`config.mk`:
```
export PLATFORM = sky130hd
export DESIGN_NAME = psv_div_cell
export DESIGN_NICKNAME = d
export VERILOG_FILES = /design/src/hw/rtl/psv_div_cell.sv
export SDC_FILE = /design/constraint.sdc
export NUM_CORES = 1
export LEC_CHECK = 0
export ABC_CLOCK_PERIOD_IN_PS = 2800
export BUFFER_PORTS_ARGS = -buffer_cell sky130_fd_sc_hd__buf_2
export CAP_MARGIN = 15
export CORE_UTILIZATION = 47
export CTS_CLUSTER_SIZE = 25
export DETAILED_ROUTE_END_ITERATION = 12
export PLACE_DENSITY = 0.8
export SLEW_MARGIN = 5
export SYNTH_ARGS = -nofsm -noshare
export SYNTH_HDL_FRONTEND = slang
export SYNTH_SLANG_ARGS = --single-unit
export TNS_END_PERCENT = 5
```
`constraint.sdc`:
```
create_clock -name clk -period 2.8 [get_ports clk]
set_input_delay 0.28 -clock clk [delete_from_list [all_inputs] [get_ports clk]]
set_output_delay 0.28 -clock clk [all_outputs]
set_load 0.05 [all_outputs]
```
`src/hw/rtl/psv_div_cell.sv`:
```
// ----------------------------------------------------------------------------
// psv_div_cell
// one registered quotient bit of a restoring divider
// ----------------------------------------------------------------------------
module psv_div_cell #(
	parameter int DW = 32,
	parameter int QW = 31
) (
	input  logic          clk,
	input  logic [DW-1:0] rem_i,
	input  logic [QW-1:0] low_i,
	input  logic [DW-1:0] div_i,
	output logic [DW-1:0] rem_o,
	output logic [QW-1:0] low_o,
	output logic [DW-1:0] div_o
);

	logic [DW:0] t;
	logic        ge;

	always_comb begin
		t  = {rem_i, low_i[QW-1]};
		ge = (t >= {1'b0, div_i});
	end

	always_ff @(posedge clk) begin
		rem_o <= ge ? DW'(t - {1'b0, div_i}) : DW'(t);
		low_o <= {low_i[QW-2:0], ge};
		div_o <= div_i;
	end

endmodule

```
After elaboration in Yosys (flattened, before gate mapping)
Cells that the tools add are included.
{"block": "word_totals", "register_bits": 95, "inputBits": 96, "output_inout_bits": 95, "word_cells": 6}
{"block": "op_classes", "addsub": 1, "magnitude_cmp": 1, "muxes": 1}
{"operator": "greater-or-equal comparator 33 x 32 -> 1 bit", "count": 1}
{"operator": "2-to-1 mux 32 bit", "count": 1}
{"operator": "subtractor 32 bit", "count": 1}

Logic depth before layout (Yosys ltp)
{"block": "depth", "depth_word": 2, "depth_mapped": 13, "ltp_nobuf": 11}

Worst setup path after synthesis
OpenSTA, ideal clock, no wires.
{"block": "synth_path", "kind": "input to register", "start": "input port div_i[23]", "end": "register rem_o[14]", "arrival_time_ns": 2.372, "required_time_ns": 2.679, "setup_slack_ns": 0.307, "stages": 11, "path_buffers": 2, "cell_sequence": "inv_1 ha_1 buf_6 and3_1 o21a_1 a311oi_2 o21ai_1 or3b_1 o21a_1 buf_6 mux2_4"}
{"block": "synth_via", "elab_chain_len": 2}
{"item": "start, declared", "line_no": "12", "text": "input logic [DW-1:0] div_i,"}
{"item": "greater-or-equal comparator 33 x 32 -> 1 bit", "line_no": "23", "text": "ge = (t >= {1'b0, div_i});"}
{"item": "2-to-1 mux 32 bit", "line_no": "27", "text": "rem_o <= ge ? DW'(t - {1'b0, div_i}) : DW'(t);"}
{"item": "end signal, assigned", "line_no": "27"}
{"item": "end, declared", "line_no": "13", "text": "output logic [DW-1:0] rem_o,"}
No other way between the ends.

Worst setup path in the final report
{"block": "layout_path", "start": "input port div_i[23]", "end": "register rem_o[31]"}
{"block": "layout_via", "elab_chain_len": 2, "elab_cells_between_ends": 3, "classes_between": "1 x add/sub; 1 x order compare; 1 x mux"}
{"item": "subtractor 32 bit / greater-or-equal comparator 33 x 32 -> 1 bit (equally long branches)", "line_no": "27, 23"}
{"item": "2-to-1 mux 32 bit (*)", "line_no": "27"}
Every way passes the cells marked *; elsewhere a longest branch is shown, timed or not.

==> impl_metrics.toml <==
[outcome]
status = "finished clean"

[synthesis]
post_synth_instance_area_um2 = 4230
synth_fp_nets = 583
synthArstFlopShare_pct = 0
ys_warn_count = 0
synth-seq-cells = 95
syn_inst = 454
synth_edf_count = 0
synthFlopType = "dfxtp_1"
yosysUniqueCellTypes = 49
yosysSeqAreaShare_pct = 45.0
avgSynthCellArea_um2 = 9.32

[cts]
clock_path_buffers = 2
cts_tree = "done"
cts_resized = 0
root_buffer = "clkbuf_8"
cts-htree-levels = 3
cts_setup_buffers = 0
numClockSinks = 95
clk_pin_slew_worst_paths_ns = 0.10
cts_buffers = 9
cts_hold_buffers = 6

[timing]
fin_crit_sh_pct = 88.7
setup_viol = 0
rsz0062_at_grt = "false"
drv_slew = 0
worst_pin_slew_ns = 0.566
fmax_mhz = 402
period_needed_ns = 2.48
hold_viol = 0
relSlewSlack_pct = 61.3

[power_and_ir_drop]
p_sw_mw = 1.54
worst_ir_drop_vdd_mv = 0.313
p_int_mw = 2.31
combPwrFrac_pct = 37.9
switching_share_pct = 40.0
p_leak_nw = 2.94
seq_power_share_pct = 40.1
p_per_area_nw_per_um2 = 666
power.share.clock_pct = 22.0

[global_route]
grt_max_degree = 29
grt_usage_pct = 22.6
grt_pass1_wl_um = 17300
antenna_found_initial = 0
grt_pass1_vias = 3856
gr-total-overflow = 0

[worst_setup_path]
cp-start-kind = "primary input"
crit_path_max_fanout = 6
cp-end-kind = "flop"
arrival_ns = 2.74
cp.required_ns = 3.05
startpoint = "div_i[23]"
crit_type = "in2reg"

[placed_design]
place_congestion = 0.823
dp_hpwl_um = 8540
placed_cell_area_um2 = 5410
port_buffers = 190

[floorplan]
die_h_um = 96.9
dieArea_um2 = 9380
chipWidth_um = 96.9
core_um2 = 8720
rows = 34
start_util_pct = 48.5
io_pins = 191

[route]
vias = 3999
postRouteAntennaNets = 0
drc = 0
dr.pass1.iters = 4
drtIter0Drc = 140
top_layer = "met4"
met3_length_um = 666
wl_per_cell_um = 13.8
vias_per_cell = 5.04
routed_wl_um = 10900
dr_wl_met2_um = 5390
met1Wirelength_um = 4660

[worst_hold_path]
whs_path_depth = 1
hold_path_end = "low_o[7]"
hold_path.startpoint = "low_i[6]"
worst_hold_path_type = "in2reg"

[cells_and_area]
fin_area_um2 = 5780
n_antenna_cell = 0
drive_gt1_share_pct = 35.6
syn_to_final_growth_pct = 36.6
final_util_pct = 66.3
nNetsFinal = 810

[run]
cap_viol_max_count = 0
==> cell type report <==
class / count / area, µm²
fill: 737 / 2940
multi-input combinational: 296 / 2040
sequential: 95 / 1900
timing repair buffer: 233 / 1350
inverter: 46 / 173
tap: 108 / 135
clock buffer: 9 / 124
clock inverter: 6 / 53.8
==> power by group through the flow <==
stage / Combinational [mW] / Sequential, mW / Clock (mW)
after CTS: 1.45 / 1.55 / 0.875
after global placement: 1.42 / 1.57 / 0
after floorplan: 0.493 / 2.13 / 0
after global routing: 1.55 / 1.56 / 0.928
final: 1.46 / 1.54 / 0.847
after detailed placement: 1.43 / 1.57 / 0
==> critical path, cell delays in order <==
cell and delay [ns]:
buf_2 0.09, inv_1 0.04, ha_1 0.35, and3_1 0.22
o21a_1 0.19, a311oi_2 0.28, o21ai_1 0.13, a2111oi_0 0.56
o31ai_1 0.16, xor2_1 0.17, mux2_4 0.26
==> placed cells by master (no fill, tap or decap), drive strengths merged, types with 10 or more instances in the layout <==
master	n
a21oi	55
buf	214
dfxtp	95
dlygate4sd3	19
ha	32
inv	49
nand2	24
nor2	37
o21ai	21
xnor2	16
xor2	10
==> worst max-delay path by stage <==
| stage | to | slack, ns | depth (start not counted) |
|---|---|---|---|
| after floorplan | rem_o[14] | 0.31 | 11 |
| after global routing | rem_o[30] | 0.19 | 12 |
| after detailed placement | rem_o[31] | -0.03 | 11 |
| after global placement | rem_o[31] | -0.001 | 10 |
| final | rem_o[31] | 0.32 | 11 |
| after CTS | rem_o[31] | 0.34 | 11 |
==> sequential cells by signal, indices dropped and copies added (netlist names) <==
register,cells
div_o,32
low_o,31
rem_o,32
==> cells in the mapped netlist (2+ instances only) <==
master	instances	area [µm²]
dfxtp_1	95	1900
a21oi_1	54	270
inv_1	46	173
nor2_1	37	139
ha_1	32	400
nand2_1	24	90.1
o21ai_0	17	85.1
xnor2_1	16	140
xor2_1	10	87.6
a21o_1	8	60.1
mux2_4	8	120
nand3_1	8	40.0
nand4_1	8	50.1
nand2b_1	7	43.8
o31ai_1	7	52.6
clkbuf_1	6	22.5
o21a_1	6	45.0
buf_2	5	25.0
buf_6	5	56.3
o21bai_1	5	37.5
o21ai_1	4	20.0
a2111oi_0	3	26.3
a211oi_1	3	22.5
and2_1	3	18.8
nor3_1	3	15.0
a31o_2	2	17.5
a31oi_1	2	12.5
and3_1	2	12.5
mux2i_1	2	20.0
nand4b_1	2	17.5
nor2b_1	2	12.5
nor4b_1	2	17.5
o211ai_1	2	15.0
or2_2	2	12.5
or3_1	2	12.5
==> per-stage QoR <==
step	TNS [ns]	setup slack (ns)	power, mW	cells	hold slack, ns
global placement	-0.000958	-0.000958	3.00	759	0.382
floorplan	0	0.307	2.62	454	0.308
finish	0	0.315	3.85	793	0.0123
detailed placement	-0.0803	-0.0344	3.01	759	0.384
global route	0	0.187	4.04	793	-0.00499
CTS	0	0.338	3.87	780	0.000146
==> cell families (layout without fill, tap and decap cells) <==
group	after synthesis	after routing	share of synthesized area [%]
buffers and inverters	63	294	6.72
AOI/OAI and AO/OA	120	120	17.3
and+or+nand+nor	107	107	12.4
adders and majority gates	33	33	9.94
DFF	95	95	45.0
xor gates and xnor gates	26	26	5.38
muxes	10	10	3.31
==> routing by layer <==
| layer | GRT usage (%) | vias up |
|---|---|---|
| met5 | 0 | - |
| met4 | 8.27 | 0 |
| met3 | 4.77 | 19 |
| met2 | 40.2 | 148 |
| met1 | 26.7 | 1816 |
| li1 | - | 2016 |
Note: power is estimated with default switching activity, not from simulation.
