--- src/hw/rtl/psv_pkg.sv ---
// ----------------------------------------------------------------------------
// psv_pkg
// shared widths, defaults and register indexes of the scattering vector block
// ----------------------------------------------------------------------------
package psv_pkg;

	localparam int COORD_BITS_DEF = 12;
	localparam int OUT_BITS_DEF   = 24;

	// square root chain: 62-bit radicand, 31-bit root
	localparam int SQ_N_W    = 62;
	localparam int SQ_ROOT_W = 31;
	localparam int SQ_REM_W  = 33;

	typedef enum logic [2:0] {
		REG_PIXEL_SIZE = 3'd0,
		REG_FAST_AXIS  = 3'd1,
		REG_SLOW_AXIS  = 3'd2,
		REG_ORIGIN     = 3'd3,
		REG_BEAM_DIR   = 3'd4,
		REG_WAVE_LEN   = 3'd5
	} reg_idx_t;

	function automatic logic signed [15:0] comp16(input logic [47:0] v, input int unsigned i);
		comp16 = $signed(v[16*i +: 16]);
	endfunction

endpackage

--- src/hw/rtl/psv_sqrt_cell.sv ---
// ----------------------------------------------------------------------------
// psv_sqrt_cell
// one registered digit step of the integer square root
// ----------------------------------------------------------------------------
module psv_sqrt_cell import psv_pkg::*; (
	input  logic                 clk,
	input  logic [SQ_REM_W-1:0]  rem_i,
	input  logic [SQ_ROOT_W-1:0] root_i,
	input  logic [SQ_N_W-1:0]    n_i,
	output logic [SQ_REM_W-1:0]  rem_o,
	output logic [SQ_ROOT_W-1:0] root_o,
	output logic [SQ_N_W-1:0]    n_o
);

	logic [SQ_REM_W+1:0] t;
	logic [SQ_REM_W+1:0] trial;
	logic                ge;

	always_comb begin
		t     = {rem_i, n_i[SQ_N_W-1 -: 2]};
		trial = (SQ_REM_W+2)'({root_i, 2'b01});
		ge    = (t >= trial);
	end

	always_ff @(posedge clk) begin
		rem_o  <= ge ? SQ_REM_W'(t - trial) : SQ_REM_W'(t);
		root_o <= {root_i[SQ_ROOT_W-2:0], ge};
		n_o    <= {n_i[SQ_N_W-3:0], 2'b00};
	end

endmodule

--- config.mk ---
export PLATFORM = sky130hd
export DESIGN_NAME = psv_sqrt_cell
export DESIGN_NICKNAME = d
export VERILOG_FILES = /design/src/hw/rtl/psv_pkg.sv /design/src/hw/rtl/psv_sqrt_cell.sv
export SDC_FILE = /design/constraint.sdc
export NUM_CORES = 1
export LEC_CHECK = 0
export ABC_AREA = 1
export ABC_CLOCK_PERIOD_IN_PS = 1700
export BUFFER_PORTS_ARGS = -buffer_cell sky130_fd_sc_hd__buf_2
export CAP_MARGIN = 20
export CORE_MARGIN = 8
export CORE_UTILIZATION = 43
export CTS_BUF_LIST = sky130_fd_sc_hd__clkbuf_4 sky130_fd_sc_hd__clkbuf_8 sky130_fd_sc_hd__clkbuf_16
export DETAILED_ROUTE_END_ITERATION = 10
export PLACE_DENSITY = 0.82
export SYNTH_ARGS = -nofsm -noshare
export SYNTH_HDL_FRONTEND = slang
export SYNTH_SLANG_ARGS = --single-unit
--- constraint.sdc ---
create_clock -name clk -period 1.7 [get_ports clk]
set_clock_uncertainty 0.2 [all_clocks]
set_input_delay 0 -clock clk [delete_from_list [all_inputs] [get_ports clk]]
set_output_delay 0 -clock clk [all_outputs]
set_load 0.05 [all_outputs]
## Word level (Yosys, flattened, before mapping)

Index checks and enable logic that the tools add are counted.

| word-level totals | value |
|---|---|
| flip-flop bits (word level) | 124 |
| bits of input ports | 127 |
| output and inout port bits | 126 |
| word-level logic and storage cells | 6 |

| operators by class | value |
|---|---|
| add/subtract/negate cells | 1 |
| $lt $le $gt $ge | 1 |
| muxes and demuxes | 1 |

Operators by type and width:

| operator | number |
|---|---|
| $ge A35 B33 Y1 | 1 |
| $mux W33 | 1 |
| $sub A33 B33 Y33 | 1 |

## Depth between registers and ports, before layout

| logic depth | value |
|---|---|
| depth after elaboration | 2 |
| mapped depth | 15 |
| depth with buffers taken out | 14 |

## Least setup slack after synthesis

OpenSTA, ideal clock, no wires.

| path | value |
|---|---|
| path type | input-to-reg |
| from | input port root_i[28] |
| to | register rem_o[25] |
| setup time | 0.112 ns |
| arrival | 1.329 ns |
| required time | 1.388 ns |
| setup slack | 0.059 ns |
| stages | 12 |
| path buffers | 1 |
| cell sequence | inv_1 ha_1 nand2_1 inv_1 a21oi_1 nand2b_1 nand3_2 nor2_4 nand2_8 buf_12 nand3_2 nand2_1 |

| on the way | value |
|---|---|
| cells in the longest elaborated chain, start to end | 2 |

RTL lines:

| what | RTL line | RTL |
|---|---|---|
| start, declared | psv_sqrt_cell.sv:8 | `input logic [SQ_ROOT_W-1:0] root_i,` |
| $ge A35 B33 Y1 | psv_sqrt_cell.sv:22 | `ge = (t >= trial);` |
| $mux W33 | psv_sqrt_cell.sv:26 | `rem_o <= ge ? SQ_REM_W'(t - trial) : SQ_REM_W'(t);` |
| end signal, assigned | psv_sqrt_cell.sv:26 |  |
| end, declared | psv_sqrt_cell.sv:10 | `output logic [SQ_REM_W-1:0] rem_o,` |

No other way between the ends.

## Worst setup path after layout

| path | value |
|---|---|
| from | input port root_i[10] |
| to | register rem_o[12] |

| on the way | value |
|---|---|
| cells in the longest elaborated chain, start to end | 2 |
| elaborated cells between the ends (all ways) | 3 |
| classes of those cells | add/sub: 1; order compare: 1; mux: 1 |

RTL lines:

| what | RTL line |
|---|---|
| $sub A33 B33 Y33 / $ge A35 B33 Y1 (equally long branches) | psv_sqrt_cell.sv:26, psv_sqrt_cell.sv:22 |
| $mux W33 (*) | psv_sqrt_cell.sv:26 |

Every way passes the cells marked *; elsewhere a longest branch is shown, timed or not.

==> results.py <==
metrics = {
    "run_status": {
        "status": "finished, violations left",
        "violations": "negative hold slack",
    },
    "setup_path": {
        "end_kind": "register",
        "cp_common_cell": "nand2_1",
        "crit_required_ps": 1800,
        "cp.arrival_ps": 1700,
        "criticalPathCategory": "in2reg",
        "start_kind": "primary input",
        "max_stage_delay_ps": 360,
        "cp_cell_sequence": "buf_2 -> inv_1 -> ha_1 -> nand2_1 -> inv_2 -> nand2_1 -> nor2_2 -> nand4_1 -> nand3_2 -> nand2_4 -> buf_12 -> nand3_1 -> nand2_1",
        "crit_path_max_fanout": 32,
        "cp_slowest_cell": "ha_1",
    },
    "detailed_routing": {
        "remaining_drc_errors": 0,
        "via_per_inst": 4.71,
        "routedWlPerCell_um": 16.1,
        "vias": 6899,
        "drtPass1Iterations": 5,
        "drtIter0Drc": 410,
        "wirelength_mm": 23.6,
        "ant_nets": 0,
    },
    "sta": {
        "max_freq_mhz": 624,
        "fin_crit_sh_pct": 94.3,
        "final-max-slew-violation-count": 0,
        "holdWs_ps": -501,
        "min_period_ps": 1600,
        "setup_violations": 0,
        "hold_viol": 16,
        "worst_slack_ps": 97.6,
    },
    "final_layout": {
        "fill_cells": 950,
        "fin_nets": 1437,
        "drive_gt1_share_pct": 32.1,
        "area_growth_pct": 67.2,
        "regArea_um2": 2480,
        "multi_input_comb_area_um2": 2660,
    },
    "placement": {
        "dp_hpwl_mm": 15.4,
        "gp_congestion": 0.888,
        "io_buffer_count": 250,
        "post-place-ws_ps": -281,
    },
    "floorplanning": {
        "rows": 42,
        "start_util_pct": 43.9,
        "design.core.area_um2": 13200,
        "die_h_um": 132,
        "io_pins": 253,
        "die_w_um": 132,
        "die_area_um2": 17500,
    },
    "clock_tree": {
        "cts.sinks": 124,
        "cts_tree": "built",
        "cts_root_buffer": "clkbuf_16",
        "h-tree-depth": 4,
        "clk_path_buf_depth": 2,
        "post_cts_buffers": 0,
        "clkTransAtPathRegs_ps": 60,
        "cts_buffers": 17,
    },
    "synthesis": {
        "synthDistinctLibCells": 32,
        "ys_seq_area_share_pct": 42.7,
        "synth_seq_cells": 124,
        "ys_warn_count": 0,
        "syn_avg_cell_area_um2": 7.15,
        "syn_inst": 814,
        "synth_area_um2": 5820,
    },
    "grt": {
        "grt_pass1_wl_mm": 35.5,
        "grt_max_degree": 33,
        "overflow": 0,
        "antenna_found_initial": 1,
        "track_usage_pct": 25.2,
        "grt_pass1_vias": 7077,
    },
    "pwr": {
        "leakage_nw": 5.55,
        "power_density_nw_per_um2": 1060,
        "vdd_drop_max_mv": 0.576,
    },
    "run": {
        "drv_cap": 0,
    },
    "worst_hold_path": {
        "min_path_type": "in2reg",
    },
}
-- report_power, final --
part	switching (mW)	internal (mW)	total [mW]	leakage (nW)
clock network	1.40	2.49	3.89	0.310
registers	0.0816	3.18	3.26	1.05
logic	2.07	1.05	3.13	4.20
total	3.55	6.73	10.3	5.55
-- stage by stage --
| step | cell area (um2) | std cells | utilization, % | total power, mW | TNS [ps] |
|---|---|---|---|---|---|
| detailed placement | 7900 | 1318 | 59.7 | 6.11 | -8890 |
| global placement | 7900 | 1318 | 59.7 | 6.07 | -7200 |
| floorplan | 5820 | 815 | - | 5.18 | 0 |
| CTS | 9530 | 1449 | 72.0 | 10.1 | 0 |
| global route | 9730 | 1466 | 73.5 | 10.7 | -248 |
| finish | 9730 | 1466 | 73.5 | 10.3 | 0 |
-- state kept, by name (all words and copies together), names as in the netlist --
signal and count:
n_o 60, rem_o 33, root_o 31
-- final timing paths --
kind	startpoint	to	slack [ps]	cells after the start
worst max-delay path	root_i[10]	rem_o[12]	100	13
worst min-delay path	root_i[29]	root_o[30]	-500	1
-- area by class of cell --
type	count	area share (%)
clock buffer	18	4.51
tap	176	2.26
multi-input combinational	515	27.4
clock inverter	13	1.97
antenna	1	0.0257
inverter	165	6.37
sequential	124	25.5
timing repair buffer	454	32.0
-- cells in the mapped netlist --
master,instances,area share [%]
a211oi_1,1,0.13
a21oi_1,20,1.7
and2_1,3,0.32
and3_1,1,0.11
buf_12,1,0.34
buf_2,6,0.52
buf_4,2,0.26
buf_6,1,0.19
buf_8,1,0.26
conb_1,1,0.064
dfxtp_1,124,43
ha_1,33,7.1
inv_1,156,10
inv_2,9,0.58
nand2_1,291,19
nand2_2,4,0.43
nand2_4,1,0.19
nand2_8,1,0.34
nand2b_1,1,0.11
nand3_1,58,5.0
nand3_2,16,2.8
nand3b_1,9,1.2
nand4_1,5,0.54
nor2_1,35,2.3
nor2_2,7,0.75
nor2_4,1,0.19
nor3_1,9,0.77
o21ai_0,1,0.086
o21bai_1,1,0.13
or2_2,1,0.11
xnor2_1,1,0.15
xor2_1,13,2.0
-- per-layer routing --
metal	wire, um	GRT usage (%)
met1	8700	24.8
met2	12000	47.5
met3	1730	7.43
met4	1120	11.8
met5	0	0
-- placed cells by master, fill, tap and decap left out, types with 19 or more instances in the layout --
cell           instances
buf_2                250
ha_1                  31
nand2_1              290
inv_1                156
dfxtp_1              124
buf_4                 85
dlygate4sd3_1        116
nand3_1               58
a21oi_1               19
nor2_1                34
-- cells by family (layout without fill, tap and decap cells) --
logic type | count (synthesis) | after routing | synth area share [%]
AO/OA/AOI/OAI | 23 | 23 | 2.06
XOR/XNOR | 14 | 14 | 2.11
adder cells (fa/ha/maj) | 33 | 33 | 7.10
buffers and inverters | 176 | 650 | 12.2
flip-flops | 124 | 124 | 42.7
other | 1 | 3 | 0.0644
AND/OR/NAND/NOR | 443 | 443 | 33.8
-- what timing repair did --
action | in CTS | in global routing
hold endpoints to repair | 123 | 29
gates resized for setup | 0 | 5
setup endpoints to repair | 0 | 33
hold buffers | 100 | 16
-- critical path: cells and delay by family --
| kind | cells | cell delay [ps] |
|---|---|---|
| buffers and inverters | 4 | 440 |
| adders and majority gates | 1 | 360 |
| and+or+nand+nor | 8 | 910 |
Note: power is estimated with default switching activity, not from simulation.
